==> src/rtl/core/rth_pkg.sv <==
// ----------------------------------------------------------------------------
// rth_pkg
// Shared types, constants and the divider step for the RGB to hue pipeline.
// ----------------------------------------------------------------------------
package rth_pkg;

    localparam int CHAN_W   = 8;
    localparam int PIX_W    = 3 * CHAN_W;
    localparam int HUE_W    = 13;
    localparam int QUOT_W   = 14;
    localparam int DEN_W    = CHAN_W + 1;
    localparam int NUM_W    = QUOT_W + CHAN_W;
    localparam int ACC_W    = 24;

    localparam int HUE_SECTOR  = 960;
    localparam int HUE_FULL    = 6 * HUE_SECTOR;
    localparam int GREY_SPREAD = 2;

    localparam int DIV_STEPS_PER_STAGE = 2;
    localparam int DIV_STAGES          = QUOT_W / DIV_STEPS_PER_STAGE;

    typedef logic [1:0] t_sect;
    localparam t_sect SECT_RED   = 2'd0;
    localparam t_sect SECT_GREEN = 2'd1;
    localparam t_sect SECT_BLUE  = 2'd2;

    typedef struct packed {
        logic              grey;
        logic [DEN_W-1:0]  den;
        logic [DEN_W-1:0]  rem;
        logic [QUOT_W-1:0] work;
    } t_div_data;

    // One restoring division step. Dividend bits leave the top of work while
    // quotient bits enter at the bottom.
    function automatic t_div_data div_step(input t_div_data d);
        t_div_data        res;
        logic [DEN_W:0]   trial;
        logic             take;
        res   = d;
        trial = {d.rem, d.work[QUOT_W-1]};
        take  = (trial >= {1'b0, d.den});
        if (take) begin
            trial = trial - {1'b0, d.den};
        end
        res.rem  = trial[DEN_W-1:0];
        res.work = {d.work[QUOT_W-2:0], take};
        return res;
    endfunction

endpackage

==> src/rtl/core/rgb_to_hue_unit.sv <==
// ----------------------------------------------------------------------------
// rgb_to_hue_unit
// HSV hue of a packed RGB pixel, in sixteenths of a degree, fully pipelined.
// ----------------------------------------------------------------------------
//  Channel | Valid       | Ready       | Payload
//  --------+-------------+-------------+---------------------
//  Input   | i_in_valid  | o_in_ready  | i_rgb_word
//  Output  | o_out_valid | i_out_ready | o_hue, o_is_grey
//
//  One pixel is accepted per cycle while the output is not stalled. Ten register
//  stages (two front stages, seven divider stages of two quotient bits each,
//  and the output stage) carry each pixel from its input to the output register.
//  Reset clears all valid bits; the data registers are not reset.
//  The whole pipeline advances together whenever the output register is empty
//  or its result is being transferred, so a stall holds every stage in place.
// ----------------------------------------------------------------------------
module rgb_to_hue_unit (
    input  logic                      i_clk,
    input  logic                      i_rst_n,
    input  logic                      i_in_valid,
    output logic                      o_in_ready,
    input  logic [rth_pkg::PIX_W-1:0] i_rgb_word,
    output logic                      o_out_valid,
    input  logic                      i_out_ready,
    output logic [rth_pkg::HUE_W-1:0] o_hue,
    output logic                      o_is_grey
);

    logic                en;
    logic                stg_valid [rth_pkg::DIV_STAGES+1];
    rth_pkg::t_div_data  stg_data  [rth_pkg::DIV_STAGES+1];

    logic [rth_pkg::QUOT_W-1:0] quot;
    logic [rth_pkg::HUE_W-1:0]  n_hue;

    logic                       r_out_valid;
    logic [rth_pkg::HUE_W-1:0]  r_hue;
    logic                       r_is_grey;

    assign en         = !r_out_valid || i_out_ready;
    assign o_in_ready = en;

    rth_prep u_prep (
        .i_clk      (i_clk),
        .i_rst_n    (i_rst_n),
        .i_en       (en),
        .i_valid    (i_in_valid),
        .i_rgb_word (i_rgb_word),
        .o_valid    (stg_valid[0]),
        .o_data     (stg_data[0])
    );

    for (genvar k = 0; k < rth_pkg::DIV_STAGES; k++) begin : g_div
        rth_div_stage u_div (
            .i_clk   (i_clk),
            .i_rst_n (i_rst_n),
            .i_en    (en),
            .i_valid (stg_valid[k]),
            .i_data  (stg_data[k]),
            .o_valid (stg_valid[k+1]),
            .o_data  (stg_data[k+1])
        );
    end

    assign quot = stg_data[rth_pkg::DIV_STAGES].work;

    always_comb begin
        if (stg_data[rth_pkg::DIV_STAGES].grey) begin
            n_hue = '0;
        end else if (quot >= rth_pkg::QUOT_W'(rth_pkg::HUE_FULL)) begin
            n_hue = rth_pkg::HUE_W'(quot - rth_pkg::QUOT_W'(rth_pkg::HUE_FULL));
        end else begin
            n_hue = quot[rth_pkg::HUE_W-1:0];
        end
    end

    always_ff @(posedge i_clk) begin
        if (!i_rst_n) begin
            r_out_valid <= 1'b0;
        end else if (en) begin
            r_out_valid <= stg_valid[rth_pkg::DIV_STAGES];
        end
        if (en) begin
            r_hue     <= n_hue;
            r_is_grey <= stg_data[rth_pkg::DIV_STAGES].grey;
        end
    end

    assign o_out_valid = r_out_valid;
    assign o_hue       = r_hue;
    assign o_is_grey   = r_is_grey;

endmodule

==> src/rtl/core/rth_prep.sv <==
// ----------------------------------------------------------------------------
// rth_prep
// Two front stages: channel extremes and spread, then the scaled numerator
// and the divider operands.
// ----------------------------------------------------------------------------
module rth_prep (
    input  logic                      i_clk,
    input  logic                      i_rst_n,
    input  logic                      i_en,
    input  logic                      i_valid,
    input  logic [rth_pkg::PIX_W-1:0] i_rgb_word,
    output logic                      o_valid,
    output rth_pkg::t_div_data        o_data
);

    logic [rth_pkg::CHAN_W-1:0] red, green, blue;
    logic [rth_pkg::CHAN_W-1:0] mx, mn;
    rth_pkg::t_sect             sect;
    logic signed [rth_pkg::CHAN_W:0] diff;

    logic                            r_s1_valid;
    logic                            r_s1_grey;
    logic [rth_pkg::CHAN_W-1:0]      r_s1_delta;
    rth_pkg::t_sect                  r_s1_sect;
    logic signed [rth_pkg::CHAN_W:0] r_s1_diff;

    logic signed [rth_pkg::ACC_W-1:0] delta_s;
    logic signed [rth_pkg::ACC_W-1:0] offset;
    logic signed [rth_pkg::ACC_W-1:0] num;
    logic [rth_pkg::NUM_W-1:0]        dividend;

    logic               r_s2_valid;
    rth_pkg::t_div_data r_s2_data;
    rth_pkg::t_div_data n_s2_data;

    function automatic logic signed [rth_pkg::ACC_W-1:0] ACC_W_C(input int v);
        return rth_pkg::ACC_W'(v);
    endfunction

    assign red   = i_rgb_word[3*rth_pkg::CHAN_W-1:2*rth_pkg::CHAN_W];
    assign green = i_rgb_word[2*rth_pkg::CHAN_W-1:rth_pkg::CHAN_W];
    assign blue  = i_rgb_word[rth_pkg::CHAN_W-1:0];

    always_comb begin
        priority if (red >= green && red >= blue) begin
            sect = rth_pkg::SECT_RED;
            mx   = red;
            diff = $signed({1'b0, green}) - $signed({1'b0, blue});
        end else if (green >= blue) begin
            sect = rth_pkg::SECT_GREEN;
            mx   = green;
            diff = $signed({1'b0, blue}) - $signed({1'b0, red});
        end else begin
            sect = rth_pkg::SECT_BLUE;
            mx   = blue;
            diff = $signed({1'b0, red}) - $signed({1'b0, green});
        end
        mn = red;
        if (green < mn) begin
            mn = green;
        end
        if (blue < mn) begin
            mn = blue;
        end
    end

    always_ff @(posedge i_clk) begin
        if (!i_rst_n) begin
            r_s1_valid <= 1'b0;
        end else if (i_en) begin
            r_s1_valid <= i_valid;
        end
        if (i_en) begin
            r_s1_delta <= mx - mn;
            r_s1_grey  <= ((mx - mn) <= rth_pkg::CHAN_W'(rth_pkg::GREY_SPREAD));
            r_s1_sect  <= sect;
            r_s1_diff  <= diff;
        end
    end

    assign delta_s = $signed({{(rth_pkg::ACC_W-rth_pkg::CHAN_W){1'b0}}, r_s1_delta});

    always_comb begin
        unique case (r_s1_sect)
            rth_pkg::SECT_GREEN: offset = delta_s * ACC_W_C(2 * rth_pkg::HUE_SECTOR);
            rth_pkg::SECT_BLUE:  offset = delta_s * ACC_W_C(4 * rth_pkg::HUE_SECTOR);
            default:             offset = '0;
        endcase
        num = rth_pkg::ACC_W'(r_s1_diff) * ACC_W_C(rth_pkg::HUE_SECTOR) + offset;
        if (num < 0) begin
            num = num + delta_s * ACC_W_C(rth_pkg::HUE_FULL);
        end
        dividend = rth_pkg::NUM_W'({num[rth_pkg::NUM_W-2:0], 1'b0})
                 + rth_pkg::NUM_W'(r_s1_delta);
        n_s2_data.grey = r_s1_grey;
        n_s2_data.den  = {r_s1_delta, 1'b0};
        n_s2_data.rem  = rth_pkg::DEN_W'(dividend[rth_pkg::NUM_W-1:rth_pkg::QUOT_W]);
        n_s2_data.work = dividend[rth_pkg::QUOT_W-1:0];
    end

    always_ff @(posedge i_clk) begin
        if (!i_rst_n) begin
            r_s2_valid <= 1'b0;
        end else if (i_en) begin
            r_s2_valid <= r_s1_valid;
        end
        if (i_en) begin
            r_s2_data <= n_s2_data;
        end
    end

    assign o_valid = r_s2_valid;
    assign o_data  = r_s2_data;

endmodule

==> src/rtl/core/rth_div_stage.sv <==
// ----------------------------------------------------------------------------
// rth_div_stage
// One register stage of the pipelined restoring divider.
// ----------------------------------------------------------------------------
module rth_div_stage (
    input  logic               i_clk,
    input  logic               i_rst_n,
    input  logic               i_en,
    input  logic               i_valid,
    input  rth_pkg::t_div_data i_data,
    output logic               o_valid,
    output rth_pkg::t_div_data o_data
);

    logic               r_valid;
    rth_pkg::t_div_data r_data;
    rth_pkg::t_div_data n_data;

    always_comb begin
        n_data = i_data;
        for (int s = 0; s < rth_pkg::DIV_STEPS_PER_STAGE; s++) begin
            n_data = rth_pkg::div_step(n_data);
        end
    end

    always_ff @(posedge i_clk) begin
        if (!i_rst_n) begin
            r_valid <= 1'b0;
        end else if (i_en) begin
            r_valid <= i_valid;
        end
        if (i_en) begin
            r_data <= n_data;
        end
    end

    assign o_valid = r_valid;
    assign o_data  = r_data;

endmodule

==> config.mk <==
export PLATFORM = sky130hd
export DESIGN_NAME = rgb_to_hue_unit
export DESIGN_NICKNAME = d
export VERILOG_FILES = /design/src/rtl/core/rth_pkg.sv /design/src/rtl/core/rgb_to_hue_unit.sv /design/src/rtl/core/rth_prep.sv /design/src/rtl/core/rth_div_stage.sv
export SDC_FILE = /design/constraint.sdc
export NUM_CORES = 1
export LEC_CHECK = 0
export ABC_AREA = 1
export BUFFER_PORTS_ARGS = -buffer_cell sky130_fd_sc_hd__buf_2
export CORE_ASPECT_RATIO = 1.1
export CORE_MARGIN = 8
export CORE_UTILIZATION = 58
export DETAILED_ROUTE_END_ITERATION = 10
export HOLD_SLACK_MARGIN = 0.1
export PLACE_DENSITY = 0.78
export SLEW_MARGIN = 20
export SYNTH_ARGS = -nofsm -noshare
export SYNTH_HDL_FRONTEND = slang
export SYNTH_SLANG_ARGS = --single-unit
==> constraint.sdc <==
create_clock -name i_clk -period 5.7 [get_ports i_clk]
set_clock_uncertainty 0.2 [all_clocks]
set_input_delay 1.14 -clock i_clk [delete_from_list [all_inputs] [get_ports i_clk]]
set_output_delay 1.14 -clock i_clk [all_outputs]
set_load 0.02 [all_outputs]
# [Word-level counts from Yosys, hierarchy flattened]
# Index checks and enable logic that the tools add are counted.
[classes] addsub=21 multipliers=4 magnitude_cmp=22 eq_ne=2 muxes=23 reduce_logical=3
[op_table] cell="$mux 9" count=15
[op_table] cell="$ge 10x9->1" count=13
[op_table] cell="$sub 9x9->9" count=13
[op_table] cell="$pmux 24 s2" count=1
[op_table] cell="$mux 8" count=4
[op_table] cell="$sub 8x8->9" count=3
[op_table] cell="$add 20x24->24" count=1
[op_table] cell="$ge 8x8->1" count=3
[op_table] cell="$lt 24x1->1 const B" count=1
[op_table] cell="$mul 8x4->12 const B" count=2
[op_table] cell="$add 22x8->22" count=1
[op_table] cell="$add 21x21->21" count=1
[op_table] cell="$mux 21" count=1
[op_table] cell="$lt 8x8->1" count=2
[op_table] cell="$ge 14x13->1 const B" count=1
[op_table] cell="$mul 8x6->14 const B" count=1
[op_table] cell="$mul 9x5->14 const B" count=1
[op_table] cell="$mux 13" count=1
[op_table] cell="$sub 13x13->13 const B" count=1
[op_table] cell="$ge 9x9->1" count=1
[op_table] cell="$le 8x2->1 const B" count=1
[op_table] cell="$sub 8x8->8" count=1
[op_table] cell="$eq 2x1->1 const B" count=1
[op_table] cell="$eq 2x2->1 const B" count=1
[op_table] cell="other kinds (4)" count=4
[totals] regBits=282 inputBits=28 output_inout_bits=16 wordCells=121

# [Logic depth before layout (Yosys ltp)]
[logic_depth] word_depth=6 depth_mapped=37 depth_no_buf=37

# [Hierarchy]
# A second synthesis with hierarchy kept.
[unflattened] hier_cells=2957 area_unflattened_um2=25190.4
[modules_own_cells] module="rth_div_stage (g_div[0].u_div ...)" instances=4 cells_each=249 area_per_inst_um2=2285.9 seq_area_each_um2=1011.0
[modules_own_cells] module="rth_prep" instances=1 cells_each=1112 area_per_inst_um2=8379.3 seq_area_each_um2=1361.3
[modules_own_cells] module="rth_div_stage (g_div[3].u_div ...)" instances=2 cells_each=255 area_per_inst_um2=2309.7 seq_area_each_um2=1011.0
[modules_own_cells] module="rth_div_stage (g_div[5].u_div)" instances=1 cells_each=255 area_per_inst_um2=2282.2 seq_area_each_um2=1011.0
[modules_own_cells] module="rgb_to_hue_unit" instances=1 cells_each=84 area_per_inst_um2=765.7 seq_area_each_um2=440.4

# [Least setup slack after synthesis]
# Ideal clock, no wire load.
[synth_path] kind="register to register" from="register u_prep.r_s1_diff[4] (netlist name)" to="register u_prep.r_s2_data (netlist bit u_prep.o_data[21]) (data pin)" setup_ps=253 arrival_ps=5282 t_required_ps=5247 setup_slack_ps=-34 stages_incl_launch_ff=31 n_path_buf=0 synth_period_minus_slack_ps=5734 path_cell_list="edfxtp_1 > ha_1 > fa_1 > inv_1 > fa_1 > inv_1 > ha_1 > a21oi_1 > o21ai_0 > o21a_1 > o21ai_0 > nand2_1 > xnor2_1 > inv_1 > ha_1 > a21o_1 > a21oi_1 > xor2_1 > inv_1 > ha_1 > inv_1 > nor3_1 > inv_1 > o211ai_1 > xnor2_1 > o21ai_1 > nand2_1 > nor2_1 > nand3_1 > nand2_1 > nand2_1"
[synth_between] elab_chain_len=5 word_cells_on_any_way=6 classes_between="add/sub: 3; mul: 1; order compare: 1; mux: 1"
[synth_lines] element="start, declared" line="rth_prep.sv:25" text="logic signed [rth_pkg::CHAN_W:0] r_s1_diff;"
[synth_lines] element="start signal, assigned" line="rth_prep.sv:77" text="r_s1_diff <= diff;"
[synth_lines] element="$mul 9x5->14 *" line="rth_prep.sv:89" text="num = rth_pkg::ACC_W'(r_s1_diff) * ACC_W_C(rth_pkg::HUE_SECTOR) + offset;"
[synth_lines] element="$add 20x24->24 *" line="rth_prep.sv:89"
[synth_lines] element="$add 21x21->21 / $lt 24x1->1 (equally long branches)" line="rth_prep.sv:91, rth_prep.sv:90"
[synth_lines] element="$mux 21 *" line="rth_prep.sv:90" text="if (num < 0) begin"
[synth_lines] element="$add 22x8->22 *" line="rth_prep.sv:94" text="+ rth_pkg::NUM_W'(r_s1_delta);"
[synth_lines] element="named net u_prep.dividend, one bit" line="rth_prep.sv:30" text="logic [rth_pkg::NUM_W-1:0] dividend;"
[synth_lines] element="end signal, assigned" line="rth_prep.sv:108" text="r_s2_data <= n_s2_data;"
[synth_lines] element="end, declared" line="rth_prep.sv:33" text="rth_pkg::t_div_data r_s2_data;"
# The timed path passes the listed nets; every way through them passes the cells marked *.
# A chain may end at the register's enable or synchronous reset.

# [Final worst setup path]
[layout_path] from="register u_prep.r_s1_diff[5] (netlist name)" to="register u_prep.r_s2_data (netlist bit u_prep.o_data[21]) (data pin)"
# Same word-level chain as after synthesis.

==> impl_summary.log <==
INFO  metric status = finished with violations
INFO  metric violations = negative setup slack
INFO  metric ctsRootBufferMaster = sky130_fd_sc_hd__clkbuf_16
INFO  metric tns = -4.04 ns
INFO  metric final_cell_mix = sky130_fd_sc_hd__inv_1 (360), sky130_fd_sc_hd__nand2_1 (344), sky130_fd_sc_hd__edfxtp_1 (229)
INFO  metric synth_fp_nets = 2,527
INFO  metric synthArstFlopShare = 0%
INFO  metric detailedRoute.firstPassIterationCount = 5
INFO  metric tritoncts_buffers = 27
INFO  metric drtIter0Drc = 1,009
INFO  metric layout.cell_area.non_filler = 23,800 um^2
INFO  metric sequential_area_share_after_synthesis = 36.3%
INFO  metric most_frequent_standard_cell_in_the_layout_excluding_fill_and_tap_cells = sky130_fd_sc_hd__inv_1
INFO  metric worst_slew_pin_slew = 0.794 ns
INFO  metric critical_path.endpoint_type = register
INFO  metric rsz0062_at_grt = yes
INFO  metric cts.sinks = 239
INFO  metric route.antenna.remaining_nets = 0
INFO  metric tritoncts_clock_tree = done
INFO  metric postRouteWirelength = 49,900 um
INFO  metric clock_insertion_delay_worst_skew = 0.57 ns
INFO  metric io_pins = 44
INFO  metric critPathMostFrequentCell = sky130_fd_sc_hd__nand2_1
INFO  metric grt_pass1_vias = 16,890
INFO  metric timing.final.hold_violations = 0
INFO  metric hpwl = 35,500 um
INFO  metric cts_htree_levels = 1
INFO  metric yosys_warnings = 0
INFO  metric timing.hold.worst.class = reg2reg
INFO  metric fin_ws = -0.524 ns
INFO  metric wire_length_per_cell_after_detailed_routing = 17.0 um
INFO  metric worst-endpoint-arrival = 6.35 ns
INFO  metric antenna_violations_before_repair = 0
INFO  metric path_clk_slew = 0.07 ns
INFO  metric viasPerCell = 5.67
INFO  metric netlist-cell-type-count = 56
INFO  metric post_route_cells_drive_above_1_share = 21.0%
INFO  metric crit_required = 5.82 ns
INFO  metric gr-usage-all-layers = 23.4%
INFO  metric number_of_enable_type_register_cells_in_the_synthesized_netlist = 229
INFO  metric critical-path-max-stage-delay = 0.51 ns
INFO  metric num-nets-final = 2,802
INFO  metric timing.max_slew.rel_slack = 46.9%
INFO  metric post-route-min-period = 6.22 ns
INFO  metric die_h = 208 um
INFO  metric grt_first_pass_wirelength = 77,900 um
INFO  metric register_bit_total_from_synthesis = 239
INFO  metric drc_errors = 0
INFO  metric largest_net_degree_at_the_start_of_global_routing = 105
INFO  metric ctsLongestPathBuffers = 3
INFO  metric rows = 70
INFO  metric critical_path_class = reg2reg
INFO  metric worstPathMaxFanout = 4
INFO  metric final_core_util = 71.8%
INFO  metric avgSynthCellArea = 8.86 um^2
INFO  metric gp_routability_congestion = 0.962
INFO  metric numPortBuffers = 43
INFO  metric inserted_diodes = 0
INFO  metric cpMaxStageDelayCell = sky130_fd_sc_hd__fa_1
INFO  metric core_outline_area = 33,200 um^2
INFO  metric finalSetupViolCount = 13
INFO  metric num_vias = 16,598
INFO  metric timing.fmax = 161 MHz
INFO  metric worstSetupStartpointType = register
INFO  metric relative_area_change_from_synthesis_to_final_layout = 22.1%
INFO  metric initial_core_util = 58.8%
INFO  metric die_area = 39,800 um^2
INFO  metric maxSlewViolCount = 0
INFO  metric min_period_over_period = 109%
INFO  metric syn_area = 19,500 um^2
INFO  metric max_cap_viol_count = 0
INFO  metric placement.cell_area = 21,600 um^2
INFO  metric die_x = 191 um
INFO  metric synthesis.instances = 2,201
INFO  metric grt_overflow_total = 0
INFO  metric yosys_most_used_dff = sky130_fd_sc_hd__edfxtp_1
[flip-flops by register name, summed over array words and instances, names as in the netlist, 2 cells and up]
register,cells
g_div.u_div.o_data,171
g_div.u_div.o_valid,7
o_hue,13
u_prep.o_data,24
u_prep.r_s1_delta,8
u_prep.r_s1_diff,9
u_prep.r_s1_sect,2
[synthesized netlist by cell type, types with 8 or more instances]
cell / number / area (um^2)
sky130_fd_sc_hd__a211oi_1: 9 / 67.6
sky130_fd_sc_hd__a21o_1: 15 / 113
sky130_fd_sc_hd__a21oi_1: 146 / 731
sky130_fd_sc_hd__a31oi_1: 16 / 100
sky130_fd_sc_hd__dfxtp_1: 10 / 200
sky130_fd_sc_hd__edfxtp_1: 229 / 6880
sky130_fd_sc_hd__fa_1: 55 / 1100
sky130_fd_sc_hd__ha_1: 243 / 3040
sky130_fd_sc_hd__inv_1: 376 / 1410
sky130_fd_sc_hd__inv_2: 8 / 30.0
sky130_fd_sc_hd__nand2_1: 389 / 1460
sky130_fd_sc_hd__nand2_2: 23 / 144
sky130_fd_sc_hd__nand2_4: 8 / 90.1
sky130_fd_sc_hd__nand3_1: 69 / 345
sky130_fd_sc_hd__nand3_2: 11 / 110
sky130_fd_sc_hd__nand4_1: 19 / 119
sky130_fd_sc_hd__nor2_1: 124 / 465
sky130_fd_sc_hd__nor3_1: 23 / 115
sky130_fd_sc_hd__o21ai_0: 134 / 671
sky130_fd_sc_hd__o21ai_1: 24 / 120
sky130_fd_sc_hd__o21bai_1: 8 / 60.1
sky130_fd_sc_hd__o221ai_1: 9 / 78.8
sky130_fd_sc_hd__o22ai_1: 18 / 113
sky130_fd_sc_hd__or2_2: 9 / 56.3
sky130_fd_sc_hd__xnor2_1: 60 / 526
sky130_fd_sc_hd__xor2_1: 88 / 771
[area by class of cell]
type | instances | area, um^2
multi-input cells | 1559 | 11800
fillers | 2310 | 9370
flip-flops and latches | 239 | 7080
repair buffers | 264 | 1990
inverters | 385 | 1460
clock buffers | 30 | 687
well taps | 432 | 541
clock inverters | 19 | 260
[worst max-delay path, delay by kind of cell (launching register included)]
| family | cells | cell delay, ns |
|---|---|---|
| adders and majority gates | 6 | 2.15 |
| AOI/OAI and AO/OA | 9 | 1.44 |
| and+or+nand+nor | 12 | 0.89 |
| xor gates and xnor gates | 3 | 0.59 |
| DFF | 1 | 0.41 |
| buffers and inverters | 5 | 0.29 |
[worst paths after layout]
| check | from | endpoint | slack [ns] | cells after the start |
|---|---|---|---|---|
| hold / removal | g_div[1].u_div.o_data[3] | g_div[2].u_div.o_data[5] | 0.22 | 0 |
| setup / recovery | u_prep.r_s1_diff[5] | u_prep.o_data[21] | -0.52 | 35 |
| setup reg to reg | u_prep.r_s1_diff[5] | u_prep.o_data[21] | -0.52 | 35 |
| hold reg to reg | g_div[1].u_div.o_data[3] | g_div[2].u_div.o_data[5] | 0.22 | 0 |
[per-layer routing]
metal,global-route usage [%],part of all wire [%]
met5,0,0
met4,10.2,5.3
met3,2.64,4.8
met2,43.1,51
met1,26.8,39
[what timing repair did]
| action | in CTS | in global routing |
|---|---|---|
| hold buffers | 0 | 0 |
| pin swaps | 74 | 106 |
| endpoints found under the setup margin | 12 | 17 |
| gates resized for setup | 88 | 128 |
| buffers inserted | 23 | 17 |
| gates cloned | 0 | 1 |
[per-stage QoR]
stage	setup WS, ns	hold WS (ns)	cells
final	-0.524	0.218	2928
after global routing	-0.803	0.221	2928
after CTS	-0.319	0.211	2912
after detailed placement	-0.541	0.205	2844
after global placement	-0.315	0.203	2844
after floorplan	0.0120	0.200	2201
[cell families (layout without fill, tap and decap cells)]
logic type / count (synthesis) / after routing / share of synthesized area (%)
AND/OR/NAND/NOR: 698 / 698 / 15.9
AO/OA/AOI/OAI: 414 / 414 / 12.0
buffers and inverters: 403 / 698 / 7.90
adder cells (fa/ha/maj): 298 / 298 / 21.2
flip-flops: 239 / 239 / 36.3
XOR/XNOR: 148 / 148 / 6.64
multiplexers: 1 / 1 / 0.0577
Power is left out: the tool's default activity adds up to more than one toggle a clock period on the data nets, which glitch-free logic cannot reach.
